==> src/linear_scan_key_value_table_top_assert.svh <==
// ---------------------------------------------------------------------------
// Assertion macros for the linear scan key/value table
// Shared by the modules that carry concurrent checks; each expects clk and
// rst_n in scope.
// ---------------------------------------------------------------------------
`ifndef LINEAR_SCAN_KEY_VALUE_TABLE_TOP_ASSERT_SVH
`define LINEAR_SCAN_KEY_VALUE_TABLE_TOP_ASSERT_SVH

// same-cycle implication
`define LSKVT_ASSERT_IMP(lbl, pre, post) \
  lbl: assert property (@(posedge clk) disable iff (!rst_n) (pre) |-> (post)) \
    else $error("lskvt same-cycle check failed");

// next-cycle implication
`define LSKVT_ASSERT_NXT(lbl, pre, post) \
  lbl: assert property (@(posedge clk) disable iff (!rst_n) (pre) |=> (post)) \
    else $error("lskvt next-cycle check failed");

`endif

==> src/lskvt_pkg.sv <==
// ---------------------------------------------------------------------------
// lskvt_pkg
// Operation codes and the command/status bundles between controller and
// datapath.
// ---------------------------------------------------------------------------
package lskvt_pkg;

  typedef enum logic [1:0] {
    OP_INSERT = 2'd0,
    OP_LOOKUP = 2'd1,
    OP_REMOVE = 2'd2,
    OP_NOP    = 2'd3
  } op_t;

  typedef struct packed {
    logic load;       // capture input word, clear index and result flags
    logic rd;         // read both stores
    logic rd_next;    // read at index + 1 instead of index
    logic inc_idx;
    logic wr_val;     // overwrite value at index
    logic append;     // write pair at slot count, bump count
    logic shift_wr;   // write read-back pair at index
    logic dec_count;
    logic set_found;
    logic set_drop;
    logic set_vout;
    logic emit;       // load output register
  } cmd_t;

  typedef struct packed {
    op_t  op;
    logic at_end;     // index equals count
    logic last;       // index + 1 equals count
    logic full;
    logic match;      // read-back key equals held key
    logic out_free;   // output register may be loaded
  } sts_t;

endpackage

==> src/lskvt_ctrl.sv <==
// ---------------------------------------------------------------------------
// lskvt_ctrl
// Sequencer for scan, update, append and shift-down of the table.
// ---------------------------------------------------------------------------
`include "linear_scan_key_value_table_top_assert.svh"

module lskvt_ctrl (
  input  logic              clk,
  input  logic              rst_n,
  input  logic              in_valid,
  output logic              in_ready,
  input  lskvt_pkg::sts_t   sts,
  output lskvt_pkg::cmd_t   cmd
);

  typedef enum logic [5:0] {
    ST_IDLE     = 6'b000001,
    ST_SCAN_RD  = 6'b000010,
    ST_SCAN_CMP = 6'b000100,
    ST_SHIFT_RD = 6'b001000,
    ST_SHIFT_WR = 6'b010000,
    ST_RESP     = 6'b100000
  } state_t;

  state_t state_r, state_nxt;

  always_ff @(posedge clk) begin
    if (!rst_n) begin
      state_r <= ST_IDLE;
    end else begin
      state_r <= state_nxt;
    end
  end

  assign in_ready = (state_r == ST_IDLE);

  always_comb begin
    cmd       = '0;
    state_nxt = state_r;
    case (state_r)
      ST_IDLE: begin
        if (in_valid) begin
          cmd.load  = 1'b1;
          state_nxt = ST_SCAN_RD;
        end
      end
      ST_SCAN_RD: begin
        if (sts.op == lskvt_pkg::OP_NOP) begin
          state_nxt = ST_RESP;
        end else if (sts.at_end) begin
          // no match: append on insert, or flag the drop when full
          if (sts.op == lskvt_pkg::OP_INSERT) begin
            if (sts.full) begin
              cmd.set_drop = 1'b1;
            end else begin
              cmd.append = 1'b1;
            end
          end
          state_nxt = ST_RESP;
        end else begin
          cmd.rd    = 1'b1;
          state_nxt = ST_SCAN_CMP;
        end
      end
      ST_SCAN_CMP: begin
        if (sts.match) begin
          cmd.set_found = 1'b1;
          case (sts.op)
            lskvt_pkg::OP_INSERT: begin
              cmd.wr_val = 1'b1;
              state_nxt  = ST_RESP;
            end
            lskvt_pkg::OP_LOOKUP: begin
              cmd.set_vout = 1'b1;
              state_nxt    = ST_RESP;
            end
            lskvt_pkg::OP_REMOVE: begin
              state_nxt = ST_SHIFT_RD;
            end
            default: begin
              state_nxt = ST_RESP;
            end
          endcase
        end else begin
          cmd.inc_idx = 1'b1;
          state_nxt   = ST_SCAN_RD;
        end
      end
      ST_SHIFT_RD: begin
        if (sts.last) begin
          cmd.dec_count = 1'b1;
          state_nxt     = ST_RESP;
        end else begin
          cmd.rd      = 1'b1;
          cmd.rd_next = 1'b1;
          state_nxt   = ST_SHIFT_WR;
        end
      end
      ST_SHIFT_WR: begin
        cmd.shift_wr = 1'b1;
        cmd.inc_idx  = 1'b1;
        state_nxt    = ST_SHIFT_RD;
      end
      ST_RESP: begin
        if (sts.out_free) begin
          cmd.emit  = 1'b1;
          state_nxt = ST_IDLE;
        end
      end
      default: begin
        state_nxt = ST_IDLE;
      end
    endcase
  end

  `LSKVT_ASSERT_NXT(a_accept_leaves_idle, in_valid && in_ready, state_r != ST_IDLE)
  `LSKVT_ASSERT_IMP(a_emit_only_free, cmd.emit, sts.out_free)
  `LSKVT_ASSERT_IMP(a_state_onehot, 1'b1, $onehot(state_r))

endmodule

==> config.mk <==
export PLATFORM = sky130hd
export DESIGN_NAME = lskvt_ctrl
export DESIGN_NICKNAME = d
export VERILOG_FILES = /design/src/lskvt_pkg.sv /design/src/lskvt_ctrl.sv
export VERILOG_INCLUDE_DIRS = /design/src /design/src/src
export SDC_FILE = /design/constraint.sdc
export NUM_CORES = 1
export LEC_CHECK = 0
export BUFFER_PORTS_ARGS = -buffer_cell sky130_fd_sc_hd__buf_2
export CORE_AREA = 2 2 44 42
export DETAILED_ROUTE_END_ITERATION = 16
export DIE_AREA = 0 0 46 44
export PLACE_DENSITY = 0.59
export SLEW_MARGIN = 20
export SYNTH_ARGS = -nofsm -noshare
export SYNTH_HDL_FRONTEND = slang
export SYNTH_SLANG_ARGS = --single-unit
==> constraint.sdc <==
create_clock -name clk -period 1.3 [get_ports clk]
set_input_delay 0.065 -clock clk [delete_from_list [all_inputs] [get_ports clk]]
set_output_delay 0.065 -clock clk [all_outputs]
set_load 0.01 [all_outputs]
==> reports/metrics.cfg <==
[floorplan]
fp.dieH_um=44
core_mm2=0.00158
initial_core_util_pct=27.5
pin_count=23
die_width_um=46
rows=14
dieArea_mm2=0.00202

[final_layout]
antennaDiodeCount=0
fillers=158
area_growth_pct=67.7
largest-register=state_r
largestRegisters=state_r: 6 flops
final_nets=105
finalInstanceArea_um2=728
layout-drive-gt1-share_pct=59.1
largest_register_ffs=6

[place]
place_hpwl_um=913
port_buffers=22
globalplace.congestion=0.761
placed_cell_area_um2=582

[yosys]
synth_top_flop_cell=dfxtp_1
synthesis.nets=70
yosysWarnings=0
ys_seq_area_share_pct=27.7
ys_async_sr_fraction_pct=0
avgSynthCellArea_um2=7.24
synth_top_area_share_pct=27.7
netlist_top_cells_area=dfxtp_1 28%, nor2_1 8.6%, inv_1 6.9%
post-synth-top-count-cell=nor2_1
synth_common_cells=10 x nor2_1, 8 x inv_1, 6 x dfxtp_1
syn_inst=60
synth_edf_count=0
synth_area_leader_cell=dfxtp_1
yosysUniqueCellTypes=27
syn_area_um2=434
ys_ff_latch=6

[sta]
worst_pin_slew_ns=0.326
fin_ws_ns=-0.172
slew_headroom_pct=78.2
setup-tns-final_ns=-0.966
finalCritPeriodShare_pct=113
timing.fmax_ghz=0.679
finalSetupViolCount=14
grt_setup_unrepaired=yes
drv_slew=0
hold_viol=0
finalCriticalPeriod_ns=1.47
fin_skew_ns=0.000662

[status]
violations=setup timing
status=finished, violations left

[worst_setup_path]
crit_path_top_delay_cell=dfxtp_4
start_kind=flop
required_ns=1.24
end_kind=primary output
cpPeakStageDelay_ns=0.36
crit_type=reg -> out
crit_path_cell_trace=nor3_4 > nand4_1 > nor3_1 > buf_2
crit_fanout=5
cp.arrival_ns=1.41

[route]
vias=532
drtPass1Iterations=4
drc_errors=0
ant_nets=0
vias_per_cell=4.88
drt_wl_total_um=1310
drt_iter0_drc=7
wire_per_inst_um=12.0

[global_route]
grt.overflow.total=0
grt.total_usage_pct=14.7
antenna_found_initial=0
grt_max_degree=9
grt_pass1_vias=496
grt_pass1_wl_um=2080

[hold_path]
hold_class=in -> reg

[clock_tree]
root_buffer=clkbuf_4
cts_tree=yes
cts.sinks=6
clk_path_buf_depth=2
cts_max_level=1
cts_buffers=3
clock_latency_ns=0.24
cts.clk_slew.worst_paths_ns=0.04
cts_hold_buf=0

[pwr]
p_sw_mw=0.144
p_int_mw=0.362
switching_share_pct=28.4
p_comb_share_pct=27.5
sequentialPowerShare_pct=39.5
p_clk_share_pct=33.0
powerDensity_mw_per_mm2=694
worst_ir_drop_vdd_v=0.000397
total_leakage_power_nw=0.375

[flow_run]
drv_cap=0

## power by group through the flow
stage	Combinational (mW)	Sequential, mW	Clock, mW
3_5_place_dp	0.112	0.204	0
3_3_place_gp	0.113	0.204	0
6_report	0.139	0.200	0.167
5_1_grt	0.150	0.201	0.187
2_1_floorplan	0.0633	0.204	0
4_1_cts	0.129	0.199	0.177
## through the flow
step	total power, mW	utilization (%)	hold WS [ns]	setup WS, ns	cells
global route	0.538	46.2	0.102	-0.246	109
finish	0.505	46.2	0.0979	-0.172	109
global placement	0.317	36.9	0.356	0.0195	100
CTS	0.504	44.6	0.0941	-0.131	109
detailed placement	0.316	36.9	0.350	-0.00287	100
floorplan	0.267	-	0.159	0.0363	60
## routing by layer
metal / up-vias / wire length [µm] / GRT usage (%)
met1: 241 / 529 / 17.5
met3: 2 / 60 / 1.25
met2: 13 / 710 / 23.3
met5: - / 0 / 0
met4: 0 / 8 / 12.0
li1: 276 / - / -
## cells by family (layout without fill, tap and decap cells)
| logic type | after synthesis | after routing | share of synthesized area (%) |
|---|---|---|---|
| flops | 6 | 6 | 27.7 |
| buf+inv | 9 | 42 | 8.07 |
| xor+xnor | 1 | 1 | 2.02 |
| simple gates | 32 | 32 | 43.2 |
| compound gates | 12 | 12 | 19.0 |
## critical path, delay by kind of cell (launching register included)
family                 cells  cell delay [ns]
buffers and inverters      1             0.17
AND/OR/NAND/NOR            3             0.64
flip-flops                 1             0.36
## repair_timing
item,CTS,global route
gates cloned,0,0
endpoints found under the setup margin,13,16
gates resized for setup,18,6
setup buffers,7,0
pin swaps,9,3
hold endpoints to repair,0,0
## final timing paths
check,start,end,slack [ns],cells after the start
min,rst_n,state_r[0],0.1,2
max,state_r[4],cmd[1],-0.17,4
min reg2reg,state_r[3],state_r[3],0.69,3
max reg2reg,state_r[4],state_r[5],-0.03,6
## cells in the final DEF, fill, tap and decap left out, types with 2 or more instances in the layout
master     n
buf_2     21
buf_4      8
inv_1      7
nor2_1     5
nor2_2     4
o21ai_0    4
nor3_1     3
clkbuf_4   3
dfxtp_4    3
nor2_4     2
nor2b_1    2
nand3_1    2
nand3b_1   2
buf_6      2
dfxtp_2    2
## layout make-up
cell class / instances / area (µm²) / area share, %
clock buffer: 3 / 22.5 / 3.09
inverter: 8 / 30.0 / 4.12
multi-input combinational: 45 / 334 / 45.9
sequential: 6 / 134 / 18.4
tap: 16 / 20.0 / 2.75
timing repair buffer: 31 / 188 / 25.8
No activity file was read; power rests on OpenSTA's default activity.
